### config.mk
export PLATFORM = sky130hd
export DESIGN_NAME = qlsf_ram
export DESIGN_NICKNAME = d
export VERILOG_FILES = /design/src/qlsf_ram.sv
export SDC_FILE = /design/constraint.sdc
export NUM_CORES = 1
export LEC_CHECK = 0
export ABC_AREA = 1
export BUFFER_PORTS_ARGS = -buffer_cell sky130_fd_sc_hd__clkbuf_2
export CAP_MARGIN = 20
export CORE_MARGIN = 2
export CORE_UTILIZATION = 48
export DETAILED_ROUTE_END_ITERATION = 12
export GPL_TIMING_DRIVEN = 0
export PLACE_DENSITY_LB_ADDON = 0.12
export REMOVE_ABC_BUFFERS = 1
export SKIP_CTS_REPAIR_TIMING = 1
export SYNTH_ARGS = -nofsm -noshare
export SYNTH_HDL_FRONTEND = slang
export SYNTH_SLANG_ARGS = --single-unit
### constraint.sdc
create_clock -name clk -period 1 [get_ports clk]
set_clock_uncertainty 0.05 [all_clocks]
set_input_delay 0.05 -clock clk [delete_from_list [all_inputs] [get_ports clk]]
set_output_delay 0.05 -clock clk [all_outputs]
set_load 0.03 [all_outputs]
### src/qlsf_ram.sv
`default_nettype none
module qlsf_ram #(
    parameter int WIDTH = 8,
    parameter int DEPTH = 16
) (
    input  wire logic                     clk,
    input  wire logic                     we,
    input  wire logic [$clog2(DEPTH)-1:0] waddr,
    input  wire logic [WIDTH-1:0]         wdata,
    input  wire logic [$clog2(DEPTH)-1:0] raddr_a,
    input  wire logic [$clog2(DEPTH)-1:0] raddr_b,
    output logic      [WIDTH-1:0]         rdata_a,
    output logic      [WIDTH-1:0]         rdata_b
);

    logic [WIDTH-1:0] mem [DEPTH];

    always_ff @(posedge clk)
    begin
        if (we)
        begin
            mem[waddr] <= wdata;
        end
        rdata_a <= mem[raddr_a];
        rdata_b <= mem[raddr_b];
    end

endmodule
`default_nettype wire

Yosys cells after proc, flatten, opt, wreduce, memory -nomap -nowiden
Memories as Yosys holds them, arrays and structs flattened. A register that Yosys moved wholly into a read port is not among the register bits.
Index checks and enable logic that the tools add are counted.
{"block": "word_totals", "regBits": 0, "latch_bits": 0, "mem_bits_rw": 128, "rom_bits": 0, "in_bits": 22, "wordCells": 3, "memories": 1}
{"block": "classes", "n_addsub": 0, "multipliers": 0, "div_mod_pow": 0, "magnitude_cmp": 0, "n_eq_ne": 0, "n_shift": 0, "mux": 2, "n_bitwise": 0, "reduce_logical": 0}
{"memory": "mem", "words": 16, "word_bits": 8, "read_ports": 2, "rd_ports_with_merged_regs": 2, "wr": 1, "line": "16", "text": "logic [WIDTH-1:0] mem [DEPTH];"}
{"operator": "$mux 1", "n": 2}

Logic depth before layout (Yosys ltp)
{"block": "depth", "word_depth": 2, "depth_mapped": 7, "ltp_nobuf": 6}

Worst setup path after synthesis
OpenSTA, ideal clock, no wires.
{"block": "synth_path", "kind": "input -> register", "start": "in waddr[3]", "end": "mem mem[4][0] (enable)", "t_arrival_ps": 631, "slack_ps": -51, "path_stages": 2, "n_path_buf": 0, "path_cell_list": "nand3b_1 > nor2_1"}
{"element": "start: declaration", "line": "8", "text": "input wire logic [$clog2(DEPTH)-1:0] waddr,"}
{"element": "end: declaration", "line": "16"}
No word-level cell before the write port.

Worst setup path after layout
{"block": "layout_path", "start": "in waddr[3]", "end": "mem mem[7][3] (enable)"}
No word-level cell before the write port.

==> metrics.csv <==
metric,value,unit
final-setup-viol-count,47,
avgSynthCellArea,8.53,um^2
wl_met2,10700,um
min_period,1240,ps
synthDominantCellAreaShare,52.9,%
setup_ws,-242,ps
synth_top_cell_by_area,edfxtp_1,
leakage,3.88,nW
cp.arrival,1240,ps
portBuffers,37,
place_ws,-1130,ps
holdCritPathClass,in2reg,
synth_cells,851,
antenna_cells,0,
path_delay_family,simple AND/OR/NAND/NOR gates,
io_pins,38,
violations,setup timing,
cts_num_sinks,144,
pwr-share-seq,42.3,%
ys_seq_area_share,57.4,%
path_buf_inv,1,
dr_wl_met3,1950,um
wl_met1,8590,um
cts_max_path_buffers,2,
clk_pin_slew,60,ps
hpwl,12400,um
yosys_warnings,0,
min_path_cells,1,
initial_utilization,49.6,%
end_kind,register,
crit_type,in2reg,
rrSetupSlack,-90,ps
switching_share,23.2,%
fp.dieW,127,um
syn_to_final_growth,22.4,%
peakVddDrop,1.31,mV
nets,895,
grt_pass1_vias,5822,
finalSetupTns,-7730,ps
ys_top_cells_by_area,"edfxtp_1 53%, nand3_1 16%, nand2_1 14%",
p_clk_share,46.4,%
drive_above_1_share,30.4,%
status,"complete, but fails checks",
root_buffer,clkbuf_16,
drt_iter0_markers,830,
worstReg2RegEnd,rdata_a[4],
rows,44,
ys_ff_latch,144,
p_comb_share,11.3,%
coreArea,14600,um^2
cap_violations,0,
grt.overflow.total,0,
routedWlPerCell,20.4,um
antenna_found_initial,0,
r2r_start,mem[13][4],
power.switching,0.00373,W
cellPowerDensity,1810,nW/um^2
num_vias,6040,
drv_slew,0,
rr_worst_depth,6,
fillers,1214,
finalHoldViolCount,0,
multi_input_area,2750,um^2
grt_first_pass_wirelength,32400,um
avgViaCountPerCell,5.65,
final_util,60.7,%
final_common_cell,nand2_1,
h-tree-depth,4,
cpPeakStageDelay,860,ps
critical_path.cell_chain,clkbuf_2 -> nand3b_1 -> nor2_1,
max_freq,0.805,GHz
place_congestion,0.843,
drcViolationCount,0,
wl,21800,um
dr.pass1.iters,5,
die_h,127,um
critPathSlowestCell,nor2_1,
dieArea,16100,um^2
slew_headroom,26.7,%
seqCellArea,4180,um^2
rsz0062_at_grt,yes,
fin_crit_sh,124,%
power.internal,0.0124,W
tritoncts,yes,
final-instance-count-excl-fill,1069,
top_layer,met4,
final_cell_mix,"257 x nand2_1, 142 x nand3_1, 128 x edfxtp_1",
cp-start-kind,input pin,
worstPathRequired,1000,ps
placedCellCount,1030,
hold_end,mem[1][2],
cts-buffers-inserted,17,
crit_path_max_fanout,8,
hp-start,wdata[2],
grt_max_degree,51,
postRouteAntennaNets,0,
worstMarginPinSlew,1100,ps
clock_latency,430,ps
grt_usage,27.3,%
synth_area,7260,um^2
ys_types,13,
## how the worst max path moves through the flow
stage / start / to / slack, ps / cells after the start
after global placement: raddr_a[0] / rdata_a[4] / -1990 / 7
after floorplan: raddr_a[0] / rdata_a[6] / -90 / 6
after detailed placement: raddr_a[1] / rdata_a[4] / -1130 / 6
after CTS: raddr_a[1] / rdata_a[4] / -690 / 6
after global routing: waddr[3] / mem[7][1] / -280 / 3
final: waddr[3] / mem[7][3] / -240 / 3
## power groups by stage
| stage | Combinational, W | Clock (W) | Sequential (W) |
|---|---|---|---|
| after detailed placement | 0.00146 | 0 | 0.00690 |
| after global placement | 0.00141 | 0 | 0.00689 |
| after CTS | 0.00147 | 0.00750 | 0.00677 |
| after floorplan | 0.000635 | 0 | 0.00705 |
| final | 0.00181 | 0.00746 | 0.00681 |
| after global routing | 0.00193 | 0.00779 | 0.00682 |
## state kept, by name, indices dropped and copies added (netlist names)
| name | cells |
|---|---|
| mem | 128 |
| rdata_b | 8 |
| rdata_a | 8 |
## worst reg2reg max path, stage by stage (launching register included)
cell and delay, ps:
edfxtp_1 390, inv_2 70, nand2_1 40, nand3_1 100, nand3_1 120, nand3_2 130
nand2_2 70
## layer usage
layer	GRT usage, %	up-vias
met1	35.7	2867
li1	-	2790
met3	4.82	52
met2	44.7	331
met5	0	-
met4	12.7	0
## cell usage after synthesis
library cell,number
edfxtp_1,128
nand3b_1,2
buf_6,14
nand3_1,225
buf_4,4
buf_2,26
inv_1,134
nor2_1,17
nand2_1,277
dfxtp_1,16
inv_2,4
clkbuf_1,3
buf_1,1
## kinds of logic after synthesis
kind of cell           share of synthesized area (%)
buffers and inverters                           11.7
DFF                                             57.4
and+or+nand+nor                                 30.9
## per-stage QoR
| stage | cell area (um^2) | hold WS (ps) | power, W |
|---|---|---|---|
| 5_1_grt | 8880 | 27.8 | 0.0165 |
| 2_1_floorplan | 6930 | 98.9 | 0.00768 |
| 6_report | 8880 | 17.2 | 0.0161 |
| 3_3_place_gp | 7340 | 418 | 0.00830 |
| 3_5_place_dp | 7440 | 435 | 0.00836 |
| 4_1_cts | 8140 | -13.3 | 0.0157 |
## cell type report
type / count / area share, %
Tap cell: 184 / 2.59
Clock buffer: 20 / 5.14
Sequential cell: 144 / 47.0
Clock inverter: 11 / 2.63
Multi-Input combinational cell: 521 / 30.9
Inverter: 138 / 6.23
Timing Repair Buffer: 51 / 5.44
Power figures use the tool's default switching activity.
