==> config.mk <==
export PLATFORM = sky130hd
export DESIGN_NAME = qlsf_accum
export DESIGN_NICKNAME = d
export VERILOG_FILES = /design/src/qlsf_pkg.sv /design/src/qlsf_accum.sv
export SDC_FILE = /design/constraint.sdc
export NUM_CORES = 2
export LEC_CHECK = 0
export BUFFER_PORTS_ARGS = -buffer_cell sky130_fd_sc_hd__buf_2
export CORE_MARGIN = 10
export CORE_UTILIZATION = 35
export CTS_BUF_LIST = sky130_fd_sc_hd__clkbuf_4 sky130_fd_sc_hd__clkbuf_8
export DETAILED_ROUTE_END_ITERATION = 8
export REMOVE_ABC_BUFFERS = 1
export SLEW_MARGIN = 20
export SYNTH_ARGS = -nofsm -noshare
export SYNTH_HDL_FRONTEND = slang
export SYNTH_SLANG_ARGS = --single-unit
==> constraint.sdc <==
create_clock -name clk -period 20.5 [get_ports clk]
set_input_delay 2.05 -clock clk [delete_from_list [all_inputs] [get_ports clk]]
set_output_delay 2.05 -clock clk [all_outputs]
set_load 0.005 [all_outputs]
==> src/qlsf_pkg.sv <==
`default_nettype none
package qlsf_pkg;

    localparam int COORD_BITS = 11;
    localparam int COUNT_BITS = 16;
    localparam int FRAC_BITS  = 32;
    localparam int COEF_BITS  = 64;

    localparam int S0_BITS = COUNT_BITS;
    localparam int S1_BITS = COUNT_BITS + COORD_BITS;
    localparam int S2_BITS = COUNT_BITS + 2 * COORD_BITS;
    localparam int S3_BITS = COUNT_BITS + 3 * COORD_BITS;
    localparam int S4_BITS = COUNT_BITS + 4 * COORD_BITS;
    localparam int T0_BITS = COUNT_BITS + COORD_BITS;
    localparam int T1_BITS = COUNT_BITS + 2 * COORD_BITS;
    localparam int T2_BITS = COUNT_BITS + 3 * COORD_BITS;

    // exact range of the cofactor products plus the fraction shift and headroom
    localparam int WIDE_BITS = 3 * COUNT_BITS + 7 * COORD_BITS + FRAC_BITS + 8;
    localparam int CNT_BITS  = $clog2(WIDE_BITS + 1);

    localparam int REG_DEPTH = 16;
    localparam int ADDR_BITS = $clog2(REG_DEPTH);
    localparam int NUM_SRC   = 8;
    localparam int SRC_BITS  = $clog2(NUM_SRC);
    localparam int LEAD_LEN  = 3;
    localparam int DET_LEN   = 14;
    localparam int TZ_BASE   = LEAD_LEN + 4 * DET_LEN;
    localparam int DIV_BASE  = TZ_BASE + 3;
    localparam int PROG_LEN  = DIV_BASE + 3;
    localparam int PC_BITS   = $clog2(PROG_LEN);

    localparam logic [1:0] STATUS_OK       = 2'd0;
    localparam logic [1:0] STATUS_SINGULAR = 2'd1;
    localparam logic [1:0] STATUS_OVERFLOW = 2'd2;

    typedef logic [ADDR_BITS-1:0] addr_t;

    localparam addr_t R_S0   = 4'd0;
    localparam addr_t R_S1   = 4'd1;
    localparam addr_t R_S2   = 4'd2;
    localparam addr_t R_S3   = 4'd3;
    localparam addr_t R_S4   = 4'd4;
    localparam addr_t R_T0   = 4'd5;
    localparam addr_t R_T1   = 4'd6;
    localparam addr_t R_T2   = 4'd7;
    localparam addr_t R_LEAD = 4'd8;
    localparam addr_t R_DET  = 4'd9;
    localparam addr_t R_TA   = 4'd10;
    localparam addr_t R_TB   = 4'd11;
    localparam addr_t R_N0   = 4'd12;

    typedef enum logic [2:0] {OP_MUL, OP_ADD, OP_SUB, OP_TZ, OP_DIV} op_t;

    typedef struct packed {
        op_t   op;
        addr_t dst;
        addr_t src_a;
        addr_t src_b;
    } uinstr_t;

    typedef struct packed {
        logic [COORD_BITS-1:0] indep_value;
        logic [COORD_BITS-1:0] dep_value;
        logic                  last;
    } point_t;

    typedef struct packed {
        logic signed [COEF_BITS-1:0] coef_const;
        logic signed [COEF_BITS-1:0] coef_linear;
        logic signed [COEF_BITS-1:0] coef_square;
        logic [1:0]                  status;
    } result_t;

    typedef struct packed {
        logic                load;
        logic                step1;
        logic                step2;
        logic                add;
        logic                clear;
        logic [SRC_BITS-1:0] sel;
    } acc_cmd_t;

    typedef struct packed {
        logic       start;
        op_t        op;
        logic [1:0] sel;
        logic       clr_zero;
    } eng_cmd_t;

    typedef struct packed {
        logic  we;
        logic  wsel_copy;
        addr_t waddr;
        addr_t raddr_a;
        addr_t raddr_b;
    } ram_cmd_t;

    function automatic uinstr_t mk(op_t op, addr_t d, addr_t a, addr_t b);
        uinstr_t u;
        u.op    = op;
        u.dst   = d;
        u.src_a = a;
        u.src_b = b;
        return u;
    endfunction

    // entries of the 3x3 matrix, col 0..2 swaps in the moment column
    function automatic logic [9*ADDR_BITS-1:0] matrix(logic [1:0] col);
        addr_t m [9];
        logic [9*ADDR_BITS-1:0] p;
        m[0] = R_S0; m[1] = R_S1; m[2] = R_S2;
        m[3] = R_S1; m[4] = R_S2; m[5] = R_S3;
        m[6] = R_S2; m[7] = R_S3; m[8] = R_S4;
        if (col != 2'd3) begin
            m[col]        = R_T0;
            m[3 + 32'(col)] = R_T1;
            m[6 + 32'(col)] = R_T2;
        end
        for (int i = 0; i < 9; i++) begin
            p[i*ADDR_BITS +: ADDR_BITS] = m[i];
        end
        return p;
    endfunction

    function automatic uinstr_t det_step(logic [3:0] step, logic [9*ADDR_BITS-1:0] e,
                                         addr_t acc);
        addr_t m [9];
        for (int i = 0; i < 9; i++) begin
            m[i] = e[i*ADDR_BITS +: ADDR_BITS];
        end
        case (step)
            4'd0:    return mk(OP_MUL, R_TA, m[4], m[8]);
            4'd1:    return mk(OP_MUL, R_TB, m[5], m[7]);
            4'd2:    return mk(OP_SUB, R_TA, R_TA, R_TB);
            4'd3:    return mk(OP_MUL, acc, m[0], R_TA);
            4'd4:    return mk(OP_MUL, R_TA, m[3], m[8]);
            4'd5:    return mk(OP_MUL, R_TB, m[5], m[6]);
            4'd6:    return mk(OP_SUB, R_TA, R_TA, R_TB);
            4'd7:    return mk(OP_MUL, R_TA, m[1], R_TA);
            4'd8:    return mk(OP_SUB, acc, acc, R_TA);
            4'd9:    return mk(OP_MUL, R_TA, m[3], m[7]);
            4'd10:   return mk(OP_MUL, R_TB, m[4], m[6]);
            4'd11:   return mk(OP_SUB, R_TA, R_TA, R_TB);
            4'd12:   return mk(OP_MUL, R_TA, m[2], R_TA);
            default: return mk(OP_ADD, acc, acc, R_TA);
        endcase
    endfunction

    // solve program: leading minor, determinant, three numerators, zero tests, divides
    function automatic uinstr_t ucode(logic [PC_BITS-1:0] pc);
        logic [PC_BITS-1:0] rel;
        rel = pc - PC_BITS'(LEAD_LEN);
        if (pc == PC_BITS'(0)) begin
            return mk(OP_MUL, R_LEAD, R_S0, R_S2);
        end else if (pc == PC_BITS'(1)) begin
            return mk(OP_MUL, R_TB, R_S1, R_S1);
        end else if (pc == PC_BITS'(2)) begin
            return mk(OP_SUB, R_LEAD, R_LEAD, R_TB);
        end else if (rel < PC_BITS'(DET_LEN)) begin
            return det_step(rel[3:0], matrix(2'd3), R_DET);
        end else if (rel < PC_BITS'(2 * DET_LEN)) begin
            return det_step(4'(rel - PC_BITS'(DET_LEN)), matrix(2'd0), R_N0);
        end else if (rel < PC_BITS'(3 * DET_LEN)) begin
            return det_step(4'(rel - PC_BITS'(2 * DET_LEN)), matrix(2'd1),
                            addr_t'(R_N0 + 4'd1));
        end else if (rel < PC_BITS'(4 * DET_LEN)) begin
            return det_step(4'(rel - PC_BITS'(3 * DET_LEN)), matrix(2'd2),
                            addr_t'(R_N0 + 4'd2));
        end else if (pc == PC_BITS'(TZ_BASE)) begin
            return mk(OP_TZ, R_S0, R_S0, R_S0);
        end else if (pc == PC_BITS'(TZ_BASE + 1)) begin
            return mk(OP_TZ, R_LEAD, R_LEAD, R_LEAD);
        end else if (pc == PC_BITS'(TZ_BASE + 2)) begin
            return mk(OP_TZ, R_DET, R_DET, R_DET);
        end else if (pc == PC_BITS'(DIV_BASE)) begin
            return mk(OP_DIV, 4'd0, R_N0, R_DET);
        end else if (pc == PC_BITS'(DIV_BASE + 1)) begin
            return mk(OP_DIV, 4'd1, addr_t'(R_N0 + 4'd1), R_DET);
        end else begin
            return mk(OP_DIV, 4'd2, addr_t'(R_N0 + 4'd2), R_DET);
        end
    endfunction

endpackage
`default_nettype wire

==> src/qlsf_accum.sv <==
`default_nettype none
module qlsf_accum (
    input  wire logic                                clk,
    input  wire logic                                rst_n,
    input  wire qlsf_pkg::acc_cmd_t                  cmd,
    input  wire qlsf_pkg::point_t                    point,
    output logic                                     overflow_seen,
    output logic [qlsf_pkg::WIDE_BITS-1:0]           sum_out
);

    localparam int C = qlsf_pkg::COORD_BITS;
    localparam int W = qlsf_pkg::WIDE_BITS;

    logic [C-1:0]   x_reg, y_reg;
    logic           skip_reg;
    logic [2*C-1:0] x2_reg, xy_reg;
    logic [3*C-1:0] x3_reg, x2y_reg;
    logic [4*C-1:0] x4_reg;

    logic [qlsf_pkg::S0_BITS-1:0] s0_reg;
    logic [qlsf_pkg::S1_BITS-1:0] s1_reg;
    logic [qlsf_pkg::S2_BITS-1:0] s2_reg;
    logic [qlsf_pkg::S3_BITS-1:0] s3_reg;
    logic [qlsf_pkg::S4_BITS-1:0] s4_reg;
    logic [qlsf_pkg::T0_BITS-1:0] t0_reg;
    logic [qlsf_pkg::T1_BITS-1:0] t1_reg;
    logic [qlsf_pkg::T2_BITS-1:0] t2_reg;
    logic                         ovf_reg;

    // power and product pipeline, one multiply deep per stage
    always_ff @(posedge clk)
    begin
        if (cmd.load)
        begin
            x_reg <= point.indep_value;
            y_reg <= point.dep_value;
        end
        if (cmd.step1)
        begin
            x2_reg <= (2*C)'(x_reg) * (2*C)'(x_reg);
            xy_reg <= (2*C)'(x_reg) * (2*C)'(y_reg);
        end
        if (cmd.step2)
        begin
            x3_reg  <= (3*C)'(x2_reg) * (3*C)'(x_reg);
            x2y_reg <= (3*C)'(x2_reg) * (3*C)'(y_reg);
            x4_reg  <= (4*C)'(x2_reg) * (4*C)'(x2_reg);
        end
    end

    always_ff @(posedge clk or negedge rst_n)
    begin
        if (!rst_n)
        begin
            skip_reg <= 1'b0;
            ovf_reg  <= 1'b0;
            s0_reg   <= '0;
            s1_reg   <= '0;
            s2_reg   <= '0;
            s3_reg   <= '0;
            s4_reg   <= '0;
            t0_reg   <= '0;
            t1_reg   <= '0;
            t2_reg   <= '0;
        end
        else if (cmd.clear)
        begin
            skip_reg <= 1'b0;
            ovf_reg  <= 1'b0;
            s0_reg   <= '0;
            s1_reg   <= '0;
            s2_reg   <= '0;
            s3_reg   <= '0;
            s4_reg   <= '0;
            t0_reg   <= '0;
            t1_reg   <= '0;
            t2_reg   <= '0;
        end
        else
        begin
            if (cmd.load)
            begin
                // count already at its limit: drop the point
                skip_reg <= (s0_reg == '1);
                if (s0_reg == '1)
                begin
                    ovf_reg <= 1'b1;
                end
            end
            if (cmd.add && !skip_reg)
            begin
                s0_reg <= s0_reg + qlsf_pkg::S0_BITS'(1);
                s1_reg <= s1_reg + qlsf_pkg::S1_BITS'(x_reg);
                s2_reg <= s2_reg + qlsf_pkg::S2_BITS'(x2_reg);
                s3_reg <= s3_reg + qlsf_pkg::S3_BITS'(x3_reg);
                s4_reg <= s4_reg + qlsf_pkg::S4_BITS'(x4_reg);
                t0_reg <= t0_reg + qlsf_pkg::T0_BITS'(y_reg);
                t1_reg <= t1_reg + qlsf_pkg::T1_BITS'(xy_reg);
                t2_reg <= t2_reg + qlsf_pkg::T2_BITS'(x2y_reg);
            end
        end
    end

    always_comb
    begin
        case (cmd.sel)
            3'd0:    sum_out = W'(s0_reg);
            3'd1:    sum_out = W'(s1_reg);
            3'd2:    sum_out = W'(s2_reg);
            3'd3:    sum_out = W'(s3_reg);
            3'd4:    sum_out = W'(s4_reg);
            3'd5:    sum_out = W'(t0_reg);
            3'd6:    sum_out = W'(t1_reg);
            3'd7:    sum_out = W'(t2_reg);
            default: sum_out = '0;
        endcase
    end

    assign overflow_seen = ovf_reg;

endmodule
`default_nettype wire

---- Yosys cells after proc, flatten, opt, wreduce, memory -nomap -nowiden ----
Cells that the tools add are included.
operators by class
  multiply operators ...................... 5
  add/subtract/negate cells ............... 8
  muxes and demuxes ....................... 22
  reduce and logical (&&, ||, !) cells .... 7
  equality and inequality tests ........... 8
operator list
  cell                     count
  $pmux W165 S8            1
  $mux W49                 4
  $mux W38                 4
  $mux W60                 2
  $mux W27                 4
  $add A49 B33 Y49         2
  $add A38 B22 Y38         2
  $mul A22 B11 Y33         2
  $add A60 B44 Y60         1
  $add A27 B11 Y27         2
  $mul A11 B11 Y22         2
  $mul A22 B22 Y44         1
  $mux W16                 2
  $add A16 B1 Y16 const B  1
  $eq A16 B16 Y1 const B   1
  $eq A3 B3 Y1 const B     4
  $eq A3 B2 Y1 const B     2
  $reduce_bool A2 Y1       3
  $mux W1                  5
  $eq A3 B1 Y1 const B     1
  $logic_not A3 Y1         1
  $reduce_and A2 Y1        1
  $logic_and A1 B1 Y1      1
  $logic_not A1 Y1         1
storage, ports and cells
  register bits ........................... 482
  input bits .............................. 33
  output and inout bits ................... 166

---- Depth between registers and ports, before layout ----
  word-level depth ........................ 4
  mapped depth ............................ 28

---- Worst setup path after synthesis ----
OpenSTA, ideal clock, no wires.
  path kind ............................... register -> register
  start point ............................. reg x2_reg[6]
  end point ............................... reg x4_reg[42], data pin
  library setup time ...................... 0.262 ns
  stages on the path, launching flop included .. 27
  arrival time ............................ 6.860 ns
  clock period less this slack ............ 7.122 ns
  slack ................................... 13.378 ns
  cell sequence ........................... edfxtp_1 -> clkbuf_1 -> clkbuf_1 -> nand2_1 -> fa_1 -> inv_1 -> fa_1 -> inv_1 -> fa_1 -> inv_1 -> fa_1 -> fa_1 -> fa_1 -> inv_1 -> fa_1 -> inv_1 -> ha_1 -> a21o_1 -> a21o_1 -> a21o_1 -> a22oi_1 -> a21boi_1 -> o21ai_1 -> a21bo_2 -> a2111oi_0 -> a21oi_1 -> xor2_1
on the way
  cells in the longest elaborated chain, start to end .. 1
ends and longest elaborated chain
  what                      RTL line          text
  start: declaration        qlsf_accum.sv:16  logic [2*C-1:0] x2_reg, xy_reg;
  start signal: assignment  qlsf_accum.sv:40  x2_reg <= (2*C)'(x_reg) * (2*C)'(x_reg);
  $mul A22 B22 Y44          qlsf_accum.sv:47  x4_reg <= (4*C)'(x2_reg) * (4*C)'(x2_reg);
  end signal: assignment    qlsf_accum.sv:47
  end: declaration          qlsf_accum.sv:18  logic [4*C-1:0] x4_reg;
Every way passes these cells.
A chain may end at the register's enable or synchronous reset.

---- Worst setup path in the final report ----
  start point ............................. reg x2_reg[13]
  end point ............................... reg x4_reg[42], data pin
Same word-level chain as after synthesis.

==> flow_summary.json <==
{
  "grt_pass1_wl_um": 296000,
  "min_delay_path_depth": 2,
  "floorplan.initialDensity_pct": 35.1,
  "core_um2": 183000,
  "vias": 48900,
  "worstMarginPinSlew_ns": 1.20,
  "place_congestion": 0.921,
  "cts-resized-gates": 0,
  "clk_pin_slew_ns": 0.06,
  "grt_start_max_net_pins": 115,
  "wl_per_cell_um": 19.4,
  "largest_reg_flops": 60,
  "cp-end-kind": "register",
  "skew_ns": 0.0635,
  "numCtsBuffers": 88,
  "place_hpwl_um": 138000,
  "critPathTopFamily": "adder cells",
  "avgSynthCellArea_um2": 9.21,
  "viasPerCell": 5.15,
  "rr_worst_depth": 25,
  "regArea_um2": 12900,
  "first_pass_iters": 6,
  "async_reset_ff_share_pct": 63.7,
  "grt_pass1_vias": 51800,
  "fin_crit_ns": 8.20,
  "ys.flop_type": "dfrtp_1",
  "setup-tns-final_ns": 0,
  "clk_latency_ns": 0.82,
  "drt_iter0_drc": 3337,
  "crit_type": "reg2reg",
  "fin_nets": 8403,
  "antenna_found_initial": 3,
  "cts_setup_buffers": 0,
  "ys_warn_count": 0,
  "ff2ff_setup_slack_ns": 12.30,
  "drt_wl_total_um": 184000,
  "cpMostUsedCell": "fa_1",
  "cp_max_fo": 18,
  "timing.max_cap.violations": 0,
  "ctsHoldBuffers": 0,
  "cts_tree": "built",
  "netlist_area_um2": 64300,
  "ios": 199,
  "die_x_um": 449,
  "finalHoldViolations": 0,
  "layout_common_cells": "inv_1 (970), nand2_1 (901), fa_1 (817), ha_1 (605), a21oi_1 (388)",
  "max-slew-margin-rel_pct": 19.6,
  "crit_arrival_ns": 8.73,
  "fmax_mhz": 122,
  "maxSlewViolCount": 0,
  "cpMaxStageDelayCell": "fa_1",
  "drcViolationCount": 0,
  "clock-sinks": 480,
  "r2r-end": "x4_reg[42]",
  "slowest_delay_ns": 0.54,
  "timing.rr.start": "x2_reg[13]",
  "synthCells": 6981,
  "seq_area_frac_synth_pct": 20.0,
  "die_height_um": 449,
  "crit_path_start_kind": "register",
  "antenna_left": 0,
  "num_rows": 157,
  "status": "finished, final reports clean",
  "hold_path.startpoint": "overflow_seen",
  "setup_viol": 0,
  "ctsHtreeMaxLevel": 3,
  "grt-ovfl-total": 0,
  "grtUsageTotal_pct": 18.2,
  "drive_gt1_share_pct": 6.27,
  "critPathBufInv": 6,
  "clockBufferDepth": 3,
  "ys_types": 90,
  "synth_edf_count": 174,
  "rsz0062_at_grt": "false",
  "yosys_register_bits": 480,
  "nFillCells": 18300,
  "port_buffers": 92,
  "final_common_cell": "inv_1",
  "root_buffer": "clkbuf_8",
  "multi_input_area_um2": 46300,
  "min_to": "overflow_seen",
  "worstHoldPathType": "reg2reg",
  "crit_required_ns": 21.03,
  "die_area_um2": 201000,
  "finalCritPeriodShare_pct": 40.0,
  "syn_to_final_growth_pct": 7.25
}
-- per-stage QoR --
stage                     cells  hold WS [ns]  setup WS [ns]  area [um^2]  util, %
after floorplan            6686         0.451           7.78        62800        -
after global placement     9322         0.506          12.52        67000     36.6
after detailed placement   9322         0.514          12.36        67000     36.6
after CTS                  9486         0.522          12.31        68900     37.7
after global routing       9487         0.551          11.84        68900     37.7
final                      9488         0.512          12.30        68900     37.7
-- final cells by class --
| class | instances | share of cell area, % |
|---|---|---|
| antenna | 2 | 0.00726 |
| clock buffer | 139 | 2.58 |
| clock inverter | 25 | 0.245 |
| inverter | 974 | 5.30 |
| multi-input combinational | 5232 | 67.1 |
| sequential | 480 | 18.7 |
| tap | 2464 | 4.47 |
| timing repair buffer | 172 | 1.58 |
-- logic make-up (layout without fill, tap and decap cells) --
family	after synthesis	count (layout)	synth area share (%)
compound gates	1159	1159	11.8
xor+xnor	373	373	5.08
fa+ha+maj	1422	1422	37.2
buf+inv	1396	1310	8.78
flops	480	480	20.0
mux	83	83	2.03
other cells	2	131	0.0117
simple gates	2066	2066	15.0
-- routing by layer --
metal | track usage, % | wire [um]
met2 | 30.1 | 86200
met3 | 2.67 | 9870
met1 | 23.8 | 80100
met5 | 0 | 13
met4 | 7.63 | 7980
-- synthesized netlist by cell type, drive strengths merged, types with 42 or more instances --
cell	instances	area, um^2
xor2	102	893
a22o	78	692
inv	970	3640
a21o	148	1110
o21ai	196	1000
a211oi	56	430
and3	62	388
dfrtp	306	7660
edfxtp	174	5230
buf	137	918
nor2	358	1340
nor3	54	270
nand2	901	3380
fa	817	16400
nand4	43	269
nand3	104	521
xnor2	271	2370
ha	605	7570
a21oi	388	1940
o21a	42	315
clkbuf	285	1070
o21bai	46	345
and2	358	2240
-- worst reg2reg max path: cells and delay by family, from the launching register on --
| kind | cells | cell delay [ns] |
|---|---|---|
| AOI/OAI and AO/OA | 9 | 2.13 |
| xor gates and xnor gates | 1 | 0.16 |
| adders and majority gates | 8 | 3.80 |
| buffers and inverters | 6 | 1.08 |
| DFF | 1 | 0.32 |
| and+or+nand+nor | 1 | 0.44 |
-- how the worst max path moves through the flow --
| stage | start | endpoint | slack (ns) | depth (start not counted) |
|---|---|---|---|---|
| floorplan | cmd[4] | t2_reg[48] | 7.78 | 5 |
| global placement | x2_reg[13] | x4_reg[42] | 12.52 | 25 |
| detailed placement | x2_reg[13] | x4_reg[42] | 12.36 | 25 |
| CTS | x2_reg[13] | x4_reg[42] | 12.31 | 25 |
| global route | x2_reg[13] | x4_reg[42] | 11.84 | 25 |
| finish | x2_reg[13] | x4_reg[42] | 12.30 | 25 |
Power is not shown: default switching activity piles up to over one toggle a cycle in this logic, so the estimate is an artifact.
