**config.mk**
```make
export PLATFORM = sky130hd
export DESIGN_NAME = qlsf_alu
export DESIGN_NICKNAME = d
export VERILOG_FILES = /design/src/qlsf_pkg.sv /design/src/qlsf_alu.sv
export SDC_FILE = /design/constraint.sdc
export NUM_CORES = 2
export LEC_CHECK = 0
export BUFFER_PORTS_ARGS = -buffer_cell sky130_fd_sc_hd__clkbuf_2
export CAP_MARGIN = 20
export CORE_ASPECT_RATIO = 0.5
export CORE_MARGIN = 2
export CORE_UTILIZATION = 40
export CTS_CLUSTER_SIZE = 40
export DETAILED_ROUTE_END_ITERATION = 10
export PLACE_DENSITY_LB_ADDON = 0.1
export SYNTH_ARGS = -nofsm -noshare
export SYNTH_HDL_FRONTEND = slang
export SYNTH_SLANG_ARGS = --single-unit
export TNS_END_PERCENT = 50
```
**constraint.sdc**
```tcl
create_clock -name clk -period 17 [get_ports clk]
set_input_delay 1.7 -clock clk [delete_from_list [all_inputs] [get_ports clk]]
set_output_delay 1.7 -clock clk [all_outputs]
set_load 0.005 [all_outputs]
```
**src/qlsf_pkg.sv**
```systemverilog
`default_nettype none
package qlsf_pkg;

    localparam int COORD_BITS = 11;
    localparam int COUNT_BITS = 16;
    localparam int FRAC_BITS  = 32;
    localparam int COEF_BITS  = 64;

    localparam int S0_BITS = COUNT_BITS;
    localparam int S1_BITS = COUNT_BITS + COORD_BITS;
    localparam int S2_BITS = COUNT_BITS + 2 * COORD_BITS;
    localparam int S3_BITS = COUNT_BITS + 3 * COORD_BITS;
    localparam int S4_BITS = COUNT_BITS + 4 * COORD_BITS;
    localparam int T0_BITS = COUNT_BITS + COORD_BITS;
    localparam int T1_BITS = COUNT_BITS + 2 * COORD_BITS;
    localparam int T2_BITS = COUNT_BITS + 3 * COORD_BITS;

    // exact range of the cofactor products plus the fraction shift and headroom
    localparam int WIDE_BITS = 3 * COUNT_BITS + 7 * COORD_BITS + FRAC_BITS + 8;
    localparam int CNT_BITS  = $clog2(WIDE_BITS + 1);

    localparam int REG_DEPTH = 16;
    localparam int ADDR_BITS = $clog2(REG_DEPTH);
    localparam int NUM_SRC   = 8;
    localparam int SRC_BITS  = $clog2(NUM_SRC);
    localparam int LEAD_LEN  = 3;
    localparam int DET_LEN   = 14;
    localparam int TZ_BASE   = LEAD_LEN + 4 * DET_LEN;
    localparam int DIV_BASE  = TZ_BASE + 3;
    localparam int PROG_LEN  = DIV_BASE + 3;
    localparam int PC_BITS   = $clog2(PROG_LEN);

    localparam logic [1:0] STATUS_OK       = 2'd0;
    localparam logic [1:0] STATUS_SINGULAR = 2'd1;
    localparam logic [1:0] STATUS_OVERFLOW = 2'd2;

    typedef logic [ADDR_BITS-1:0] addr_t;

    localparam addr_t R_S0   = 4'd0;
    localparam addr_t R_S1   = 4'd1;
    localparam addr_t R_S2   = 4'd2;
    localparam addr_t R_S3   = 4'd3;
    localparam addr_t R_S4   = 4'd4;
    localparam addr_t R_T0   = 4'd5;
    localparam addr_t R_T1   = 4'd6;
    localparam addr_t R_T2   = 4'd7;
    localparam addr_t R_LEAD = 4'd8;
    localparam addr_t R_DET  = 4'd9;
    localparam addr_t R_TA   = 4'd10;
    localparam addr_t R_TB   = 4'd11;
    localparam addr_t R_N0   = 4'd12;

    typedef enum logic [2:0] {OP_MUL, OP_ADD, OP_SUB, OP_TZ, OP_DIV} op_t;

    typedef struct packed {
        op_t   op;
        addr_t dst;
        addr_t src_a;
        addr_t src_b;
    } uinstr_t;

    typedef struct packed {
        logic [COORD_BITS-1:0] indep_value;
        logic [COORD_BITS-1:0] dep_value;
        logic                  last;
    } point_t;

    typedef struct packed {
        logic signed [COEF_BITS-1:0] coef_const;
        logic signed [COEF_BITS-1:0] coef_linear;
        logic signed [COEF_BITS-1:0] coef_square;
        logic [1:0]                  status;
    } result_t;

    typedef struct packed {
        logic                load;
        logic                step1;
        logic                step2;
        logic                add;
        logic                clear;
        logic [SRC_BITS-1:0] sel;
    } acc_cmd_t;

    typedef struct packed {
        logic       start;
        op_t        op;
        logic [1:0] sel;
        logic       clr_zero;
    } eng_cmd_t;

    typedef struct packed {
        logic  we;
        logic  wsel_copy;
        addr_t waddr;
        addr_t raddr_a;
        addr_t raddr_b;
    } ram_cmd_t;

    function automatic uinstr_t mk(op_t op, addr_t d, addr_t a, addr_t b);
        uinstr_t u;
        u.op    = op;
        u.dst   = d;
        u.src_a = a;
        u.src_b = b;
        return u;
    endfunction

    // entries of the 3x3 matrix, col 0..2 swaps in the moment column
    function automatic logic [9*ADDR_BITS-1:0] matrix(logic [1:0] col);
        addr_t m [9];
        logic [9*ADDR_BITS-1:0] p;
        m[0] = R_S0; m[1] = R_S1; m[2] = R_S2;
        m[3] = R_S1; m[4] = R_S2; m[5] = R_S3;
        m[6] = R_S2; m[7] = R_S3; m[8] = R_S4;
        if (col != 2'd3) begin
            m[col]        = R_T0;
            m[3 + 32'(col)] = R_T1;
            m[6 + 32'(col)] = R_T2;
        end
        for (int i = 0; i < 9; i++) begin
            p[i*ADDR_BITS +: ADDR_BITS] = m[i];
        end
        return p;
    endfunction

    function automatic uinstr_t det_step(logic [3:0] step, logic [9*ADDR_BITS-1:0] e,
                                         addr_t acc);
        addr_t m [9];
        for (int i = 0; i < 9; i++) begin
            m[i] = e[i*ADDR_BITS +: ADDR_BITS];
        end
        case (step)
            4'd0:    return mk(OP_MUL, R_TA, m[4], m[8]);
            4'd1:    return mk(OP_MUL, R_TB, m[5], m[7]);
            4'd2:    return mk(OP_SUB, R_TA, R_TA, R_TB);
            4'd3:    return mk(OP_MUL, acc, m[0], R_TA);
            4'd4:    return mk(OP_MUL, R_TA, m[3], m[8]);
            4'd5:    return mk(OP_MUL, R_TB, m[5], m[6]);
            4'd6:    return mk(OP_SUB, R_TA, R_TA, R_TB);
            4'd7:    return mk(OP_MUL, R_TA, m[1], R_TA);
            4'd8:    return mk(OP_SUB, acc, acc, R_TA);
            4'd9:    return mk(OP_MUL, R_TA, m[3], m[7]);
            4'd10:   return mk(OP_MUL, R_TB, m[4], m[6]);
            4'd11:   return mk(OP_SUB, R_TA, R_TA, R_TB);
            4'd12:   return mk(OP_MUL, R_TA, m[2], R_TA);
            default: return mk(OP_ADD, acc, acc, R_TA);
        endcase
    endfunction

    // solve program: leading minor, determinant, three numerators, zero tests, divides
    function automatic uinstr_t ucode(logic [PC_BITS-1:0] pc);
        logic [PC_BITS-1:0] rel;
        rel = pc - PC_BITS'(LEAD_LEN);
        if (pc == PC_BITS'(0)) begin
            return mk(OP_MUL, R_LEAD, R_S0, R_S2);
        end else if (pc == PC_BITS'(1)) begin
            return mk(OP_MUL, R_TB, R_S1, R_S1);
        end else if (pc == PC_BITS'(2)) begin
            return mk(OP_SUB, R_LEAD, R_LEAD, R_TB);
        end else if (rel < PC_BITS'(DET_LEN)) begin
            return det_step(rel[3:0], matrix(2'd3), R_DET);
        end else if (rel < PC_BITS'(2 * DET_LEN)) begin
            return det_step(4'(rel - PC_BITS'(DET_LEN)), matrix(2'd0), R_N0);
        end else if (rel < PC_BITS'(3 * DET_LEN)) begin
            return det_step(4'(rel - PC_BITS'(2 * DET_LEN)), matrix(2'd1),
                            addr_t'(R_N0 + 4'd1));
        end else if (rel < PC_BITS'(4 * DET_LEN)) begin
            return det_step(4'(rel - PC_BITS'(3 * DET_LEN)), matrix(2'd2),
                            addr_t'(R_N0 + 4'd2));
        end else if (pc == PC_BITS'(TZ_BASE)) begin
            return mk(OP_TZ, R_S0, R_S0, R_S0);
        end else if (pc == PC_BITS'(TZ_BASE + 1)) begin
            return mk(OP_TZ, R_LEAD, R_LEAD, R_LEAD);
        end else if (pc == PC_BITS'(TZ_BASE + 2)) begin
            return mk(OP_TZ, R_DET, R_DET, R_DET);
        end else if (pc == PC_BITS'(DIV_BASE)) begin
            return mk(OP_DIV, 4'd0, R_N0, R_DET);
        end else if (pc == PC_BITS'(DIV_BASE + 1)) begin
            return mk(OP_DIV, 4'd1, addr_t'(R_N0 + 4'd1), R_DET);
        end else begin
            return mk(OP_DIV, 4'd2, addr_t'(R_N0 + 4'd2), R_DET);
        end
    endfunction

endpackage
`default_nettype wire

```
**src/qlsf_alu.sv**
```systemverilog
`default_nettype none
module qlsf_alu (
    input  wire logic                                 clk,
    input  wire logic                                 rst_n,
    input  wire qlsf_pkg::eng_cmd_t                   cmd,
    input  wire logic [qlsf_pkg::WIDE_BITS-1:0]       opnd_a,
    input  wire logic [qlsf_pkg::WIDE_BITS-1:0]       opnd_b,
    output logic      [qlsf_pkg::WIDE_BITS-1:0]       result,
    output logic                                      done,
    output logic                                      zero_seen,
    output logic signed [qlsf_pkg::COEF_BITS-1:0]     coef_const,
    output logic signed [qlsf_pkg::COEF_BITS-1:0]     coef_linear,
    output logic signed [qlsf_pkg::COEF_BITS-1:0]     coef_square
);

    localparam int W  = qlsf_pkg::WIDE_BITS;
    localparam int CB = qlsf_pkg::COEF_BITS;
    localparam int NB = qlsf_pkg::CNT_BITS;

    typedef enum logic [2:0] {E_IDLE, E_MUL, E_DIV, E_RND, E_SAT} estate_t;

    estate_t       state_reg, state_next;
    logic          done_reg, done_next;
    logic          zero_reg, zero_next;
    logic [NB-1:0] cnt_reg, cnt_next;
    logic [W-1:0]  acc_reg, acc_next;
    logic [W-1:0]  opa_reg, opa_next;
    logic [W-1:0]  opb_reg, opb_next;
    logic [W-1:0]  rem_reg, rem_next;
    logic          neg_reg, neg_next;
    logic [1:0]    sel_reg, sel_next;
    logic [CB-1:0] c0_reg, c0_next, c1_reg, c1_next, c2_reg, c2_next;

    logic [W-1:0]  abs_a, abs_b;
    logic [W:0]    rem_shift, rem_diff;
    logic          fits, rnd_up, pos_sat, neg_sat;
    logic [CB-1:0] fix;

    always_comb
    begin
        abs_a     = opnd_a[W-1] ? -opnd_a : opnd_a;
        abs_b     = opnd_b[W-1] ? -opnd_b : opnd_b;
        rem_shift = {rem_reg, opa_reg[W-1]};
        rem_diff  = rem_shift - {1'b0, opb_reg};
        fits      = rem_shift >= {1'b0, opb_reg};
        rnd_up    = {rem_reg, 1'b0} >= {1'b0, opb_reg};
        pos_sat   = |opa_reg[W-1:CB-1];
        neg_sat   = (|opa_reg[W-1:CB]) || (opa_reg[CB-1] && (|opa_reg[CB-2:0]));
        if (neg_reg)
        begin
            fix = neg_sat ? {1'b1, {(CB-1){1'b0}}} : -opa_reg[CB-1:0];
        end
        else
        begin
            fix = pos_sat ? {1'b0, {(CB-1){1'b1}}} : opa_reg[CB-1:0];
        end
    end

    always_comb
    begin
        state_next = state_reg;
        done_next  = 1'b0;
        zero_next  = zero_reg;
        cnt_next   = cnt_reg;
        acc_next   = acc_reg;
        opa_next   = opa_reg;
        opb_next   = opb_reg;
        rem_next   = rem_reg;
        neg_next   = neg_reg;
        sel_next   = sel_reg;
        c0_next    = c0_reg;
        c1_next    = c1_reg;
        c2_next    = c2_reg;
        if (cmd.clr_zero)
        begin
            zero_next = 1'b0;
        end
        case (state_reg)
            E_IDLE:
            begin
                if (cmd.start)
                begin
                    case (cmd.op)
                        qlsf_pkg::OP_MUL:
                        begin
                            acc_next   = '0;
                            opa_next   = opnd_a;
                            opb_next   = opnd_b;
                            state_next = E_MUL;
                        end
                        qlsf_pkg::OP_ADD:
                        begin
                            acc_next  = opnd_a + opnd_b;
                            done_next = 1'b1;
                        end
                        qlsf_pkg::OP_SUB:
                        begin
                            acc_next  = opnd_a - opnd_b;
                            done_next = 1'b1;
                        end
                        qlsf_pkg::OP_TZ:
                        begin
                            zero_next = zero_reg | (opnd_a == '0);
                            done_next = 1'b1;
                        end
                        qlsf_pkg::OP_DIV:
                        begin
                            opa_next   = abs_a << qlsf_pkg::FRAC_BITS;
                            opb_next   = abs_b;
                            rem_next   = '0;
                            neg_next   = opnd_a[W-1] ^ opnd_b[W-1];
                            sel_next   = cmd.sel;
                            cnt_next   = NB'(W);
                            state_next = E_DIV;
                        end
                        default:
                        begin
                            done_next = 1'b1;
                        end
                    endcase
                end
            end
            E_MUL:
            begin
                // shift-add, ends once the multiplier runs out of ones
                if (opb_reg == '0)
                begin
                    done_next  = 1'b1;
                    state_next = E_IDLE;
                end
                else
                begin
                    if (opb_reg[0])
                    begin
                        acc_next = acc_reg + opa_reg;
                    end
                    opa_next = opa_reg << 1;
                    opb_next = opb_reg >> 1;
                end
            end
            E_DIV:
            begin
                // restoring divide, quotient bits shift into the dividend register
                rem_next = fits ? rem_diff[W-1:0] : rem_shift[W-1:0];
                opa_next = {opa_reg[W-2:0], fits};
                cnt_next = cnt_reg - NB'(1);
                if (cnt_reg == NB'(1))
                begin
                    state_next = E_RND;
                end
            end
            E_RND:
            begin
                opa_next   = opa_reg + W'(rnd_up);
                state_next = E_SAT;
            end
            E_SAT:
            begin
                case (sel_reg)
                    2'd0:    c0_next = fix;
                    2'd1:    c1_next = fix;
                    default: c2_next = fix;
                endcase
                done_next  = 1'b1;
                state_next = E_IDLE;
            end
            default:
            begin
                state_next = E_IDLE;
            end
        endcase
    end

    always_ff @(posedge clk or negedge rst_n)
    begin
        if (!rst_n)
        begin
            state_reg <= E_IDLE;
            done_reg  <= 1'b0;
            zero_reg  <= 1'b0;
            cnt_reg   <= '0;
        end
        else
        begin
            state_reg <= state_next;
            done_reg  <= done_next;
            zero_reg  <= zero_next;
            cnt_reg   <= cnt_next;
        end
    end

    always_ff @(posedge clk)
    begin
        acc_reg <= acc_next;
        opa_reg <= opa_next;
        opb_reg <= opb_next;
        rem_reg <= rem_next;
        neg_reg <= neg_next;
        sel_reg <= sel_next;
        c0_reg  <= c0_next;
        c1_reg  <= c1_next;
        c2_reg  <= c2_next;
    end

    assign result      = acc_reg;
    assign done        = done_reg;
    assign zero_seen   = zero_reg;
    assign coef_const  = c0_reg;
    assign coef_linear = c1_reg;
    assign coef_square = c2_reg;

endmodule
`default_nettype wire

```
# After elaboration in Yosys (flattened, before gate mapping)
# Cells that the tools add are included.
[op_classes]
addsub = 9
mul = 0
div_mod_pow = 0
n_lt_le_gt_ge = 2
eq_ne = 18
shift = 0
mux = 38
n_bitwise = 3
reduce_logical = 24
[ops]
columns = ["operator", "n"]
rows = [
  ["2-to-1 mux 165 bit", 11],
  ["case mux 165 bit (2 select lines)", 5],
  ["case mux 165 bit (4 select lines)", 1],
  ["case mux 165 bit (3 select lines)", 1],
  ["greater-or-equal comparator 166 x 165 -> 1 bit", 2],
  ["adder 165 bit", 2],
  ["zero test 165 bit", 2],
  ["subtractor 165 bit", 2],
  ["2-to-1 mux 64 bit", 3],
  ["adder 165 x 1 -> 165 bit", 1],
  ["negator 165 bit", 1],
  ["2-to-1 mux 133 bit", 1],
  ["negator 133 bit", 1],
  ["OR reduction 102 bit", 1],
  ["OR reduction 101 bit", 1],
  ["negator 64 bit", 1],
  ["OR reduction 63 bit", 1],
  ["2-to-1 mux 8 bit", 2],
  ["case mux 8 bit (2 select lines)", 1],
  ["== test 3 x 2 -> 1 bit, second input constant", 4],
  ["case mux 3 bit (4 select lines)", 1],
  ["AND reduction 4 bit", 3],
  ["!= test 2 bit, second input constant", 5],
  ["2-to-1 mux 3 bit", 3],
  ["24 further kinds", 38],
]
[totals]
regBits = 868
latchBits = 0
mem_bits_rw = 0
mem_bits_ro = 0
in_bits = 339
out_inout_bits = 359
n_memories = 0

# Logic depth before layout (Yosys ltp)
[depth]
word_depth = 5
ltp_mapped = 28
ltp_nobuf = 26

# Least setup slack after synthesis
# Ideal clock, no wire load.
[synth_timing]
path_type = "input -> register"
startpoint = "input cmd[5] (netlist name)"
endpoint = "register cnt_reg[6]"
setup_ps = 123
arrival_ps = 15179
required_ps = 16877
slack_ps = 1698
path_stages = 9
n_path_buf = 1
cell_sequence = "clkbuf_1 > and2_0 > a21oi_1 > nor3_1 > nand2_1 > or2_2 > nor4_1 > xnor2_1 > nor2_1"
[synth_between]
elab_chain_cells = 3
[synth_rtl]
columns = ["item", "line", "text"]
rows = [
  ["from (decl)", "qlsf_alu.sv:5", "input wire qlsf_pkg::eng_cmd_t cmd,"],
  ["== test 3 bit", "qlsf_alu.sv:83", "case (cmd.op)"],
  ["!= test 2 x 1 -> 1 bit (no source line)", "--", ""],
  ["AND reduction 3 bit (no source line)", "--", ""],
  ["to (signal assigned)", "qlsf_alu.sv:188", "cnt_reg <= cnt_next;"],
  ["to (decl)", "qlsf_alu.sv:25", "logic [NB-1:0] cnt_reg, cnt_next;"],
]
# Every way passes these cells.
# A chain may end at the register's enable or synchronous reset.

# Final worst setup path
[layout_timing]
startpoint = "input opnd_b[9] (netlist name)"
endpoint = "register acc_reg[160], in the netlist result[160] (data pin)"
[layout_between]
elab_chain_cells = 4
elab_cells_between_ends = 5
[layout_rtl]
columns = ["item", "line", "text"]
rows = [
  ["from (decl)", "qlsf_alu.sv:7", "input wire logic [qlsf_pkg::WIDE_BITS-1:0] opnd_b,"],
  ["subtractor 165 bit or adder 165 bit (tied branches)", "qlsf_alu.sv:98, qlsf_alu.sv:93", ""],
  ["case mux 165 bit (3 select lines) *", "qlsf_alu.sv:83", ""],
  ["2-to-1 mux 165 bit *", "qlsf_alu.sv:81", "if (cmd.start)"],
  ["case mux 165 bit (2 select lines) *", "qlsf_alu.sv:78", "case (state_reg)"],
  ["named net acc_next[160]", "qlsf_alu.sv:26", "logic [W-1:0] acc_reg, acc_next;"],
  ["to (signal assigned)", "qlsf_alu.sv:194", "acc_reg <= acc_next;"],
  ["to (decl)", "qlsf_alu.sv:26", ""],
]
# Mark *: on every way through the listed nets, which the timed path passes. The rest lies on a longest branch. The select of a mux whose other input is x is not followed.

==> results.md <==
* Fin crit share at 0.581
* Post-synth top area cell: edfxtp_1
* Max cap viols at 0
* Count leader, synth: nand2_1
* Rows at 120
* CTS Sinks at 868
* Post-CTS setup buffer count at 0
* Clock buffer depth at 3
* Syn Nets at 12100
* Fin Hold WS at 0.530 ns
* Max Fanout on Critical Path at 9
* Dpl hpwl at 413000 um
* Post-synth top area share at 0.295
* Multi-input gate area at 0.0570 mm2
* Lkg Pwr at 0.0361 uW
* Register Area at 0.0260 mm2
* GRT met1 Usage at 0.616
* Slew HR at 0.0751
* First-pass GRT wire length at 682000 um
* Sum Neg Setup Slack at 0 ns
* Number of synthesized flops with an enable pin at 855
* CP arrival at 10.36 ns
* Gr ovfl total at 0
* Core area at 0.215 mm2
* Die Y at 334 um
* Port Buffers at 697
* DIE AREA at 0.221 mm2
* Via count at 96900
* Hold path cells at 2
* Clock-pin slew on the worst setup and hold paths at 0.07 ns
* Final Setup Violations at 0
* Synth async-reset ratio at 0.0150
* DRC at 0
* Synth Instances at 11200
* GP Congestion at 1.10
* Worst slew pin tran at 1.38 ns
* Crit path required time at 17.48 ns
* Main synth FF type: edfxtp_1
* Largest net degree at the start of global routing at 147
* Avg Inst Size Synth at 7.75 um2
* Starting Density at 0.404
* Layout area overhead at 11.1%
* Setup crit start kind: input port
* DRT iter0 DRCs at 15800
* I/O Pins at 698
* Top post-synthesis cells by count: nand2_1, a21oi_1, o21ai_0, nor2_1, edfxtp_1
* Fin crit period at 9.88 ns
* Clock root cell: clkbuf_16
* Worst r2r path cells at 25
* Met2 GRT Util at 0.535
* Slew Viols, Final at 0
* Total GRT Usage at 0.433
* HP Class: flip-flop to flip-flop
* VDD IR max at 0.000167 V
* Top Usage Layer GRT: met1
* Met3 layer usage reported by global route at 0.233
* Synth area leaders: edfxtp_1, ha_1, a21oi_1, nand2_1, o21ai_0
* TritonCTS Buffers at 93
* Initial antenna violation count at 107
* CTS tree: built
* Routed wire length at 505000 um
* Run status: complete, no violations
* Ys Warns at 0
* Layout cell share with drive strength beyond 1 at 0.103
* Final hold viol count at 0
* Power Dens Cells at 213 mW/mm2
* Clock Skew at 0.0587 ns
* Setup repair after global routing missed its margin: no
* ANT nets after route at 0
* Hold_buf cts at 0
* DR vias/cell at 6.66
* DR pass1 iterations at 9
* H-tree depth at 3
* Post_cts resized at 0
* Cell area after synthesis at 0.0869 mm2
* Kind of critical path: input port to flip-flop
* Number of distinct library cells after synthesis at 88
* Layout fillers at 22100
* #FFs+latches synth at 868
* Fmax at 101 MHz
* Nets at 12400
* Die X at 663 um
* Wire per inst at 34.7 um
* Setup crit end kind: flip-flop
* Post-synthesis sequential area ratio at 0.299
* Worst-Skew Late Latency at 0.78 ns
* Vias in the first global route at 84900
report_power, final:
| part | total, uW | internal [uW] | switching, uW |
|---|---|---|---|
| clock | 2220 | 1190 | 1030 |
| sequential | 5100 | 3620 | 1480 |
| combinational | 13300 | 4110 | 9140 |
| total | 20600 | 8930 | 11600 |
worst paths after layout:
path                              from            to  slack, ns
setup / recovery             opnd_b[9]   result[160]       7.12
hold / removal              cnt_reg[7]    cnt_reg[7]       0.53
setup reg to reg           opb_reg[39]  opa_reg[164]       7.50
hold reg to reg             cnt_reg[7]    cnt_reg[7]       0.53
max in group asynchronous        rst_n  state_reg[0]      15.82
min in group asynchronous        rst_n     zero_seen       0.86
through the flow:
| step | instances | instance area [um2] | worst slack [ns] | utilization | power (uW) |
|---|---|---|---|---|---|
| floorplan | 11200 | 86900 | 1.70 | - | 12300 |
| global placement | 14300 | 92800 | 6.84 | 0.432 | 17400 |
| detailed placement | 14300 | 92900 | 6.76 | 0.432 | 17400 |
| CTS | 14400 | 96000 | 7.47 | 0.447 | 19600 |
| global route | 14500 | 96500 | 6.95 | 0.449 | 21300 |
| finish | 14600 | 96600 | 7.12 | 0.449 | 20600 |
logic make-up (layout without fill, tap and decap cells):
| group | after synthesis | count (layout) | share of synthesized area |
|---|---|---|---|
| flops | 868 | 868 | 0.299 |
| xor+xnor | 1079 | 1079 | 0.109 |
| other cells | 0 | 72 | 0 |
| buf+inv | 1094 | 1487 | 0.0474 |
| simple gates | 4096 | 4096 | 0.222 |
| compound gates | 3557 | 3557 | 0.248 |
| fa+ha+maj | 504 | 504 | 0.0728 |
| mux | 22 | 22 | 0.00256 |
layout by cell type, fill, tap and decap left out, drive strengths merged, types with 42 or more instances in the layout:
cell type,count
or4,73
o21a,87
nor3,287
ha,501
a21boi,42
diode,72
a211oi,111
edfxtp,855
a21o,229
o21ai,1006
a21oi,1155
or3,115
nand3,217
and3,78
buf,195
o31ai,99
nor2b,52
o21bai,175
nor2,958
xor2,518
nand2b,64
a22oi,56
xnor2,561
o22ai,164
o211ai,48
or2,72
nor4,193
clkbuf,819
inv,417
nand4,382
a31oi,67
nand2,1465
cell type report:
cell class              count  share of cell area
multi-input cells        9258               0.590
diodes                     72             0.00187
repair buffers            900              0.0532
clock buffers             114              0.0249
flip-flops and latches    868               0.269
inverters                 413              0.0160
clock inverters            60             0.00773
well taps                2867              0.0371
routing by layer:
metal,routed length [um],vias up,part of all wire
li1,-,42000,-
met1,218000,47300,0.43
met2,182000,6691,0.36
met3,85100,911,0.17
met4,20500,28,0.041
met5,420,-,0.00083
critical path, stage by stage:
cell and delay, ns:
clkbuf_2 0.13, or3_1 0.43, nor4bb_1 0.51, nand4bb_1 0.54
or3_1 0.54, or3_1 0.36, or3_1 0.36, nor3b_1 0.36
nor2_1 0.11, xnor2_1 0.17, ha_1 0.38, nand4_1 0.17
or2_2 0.37, or4_1 0.54, nor3_1 0.33, o311ai_0 0.39
a211oi_1 0.97, o21a_1 0.24, a31oi_1 0.33, o31ai_1 0.69
a31oi_1 0.20, xnor2_1 0.17, a221o_1 0.36
No activity file was read; power rests on OpenSTA's default activity.
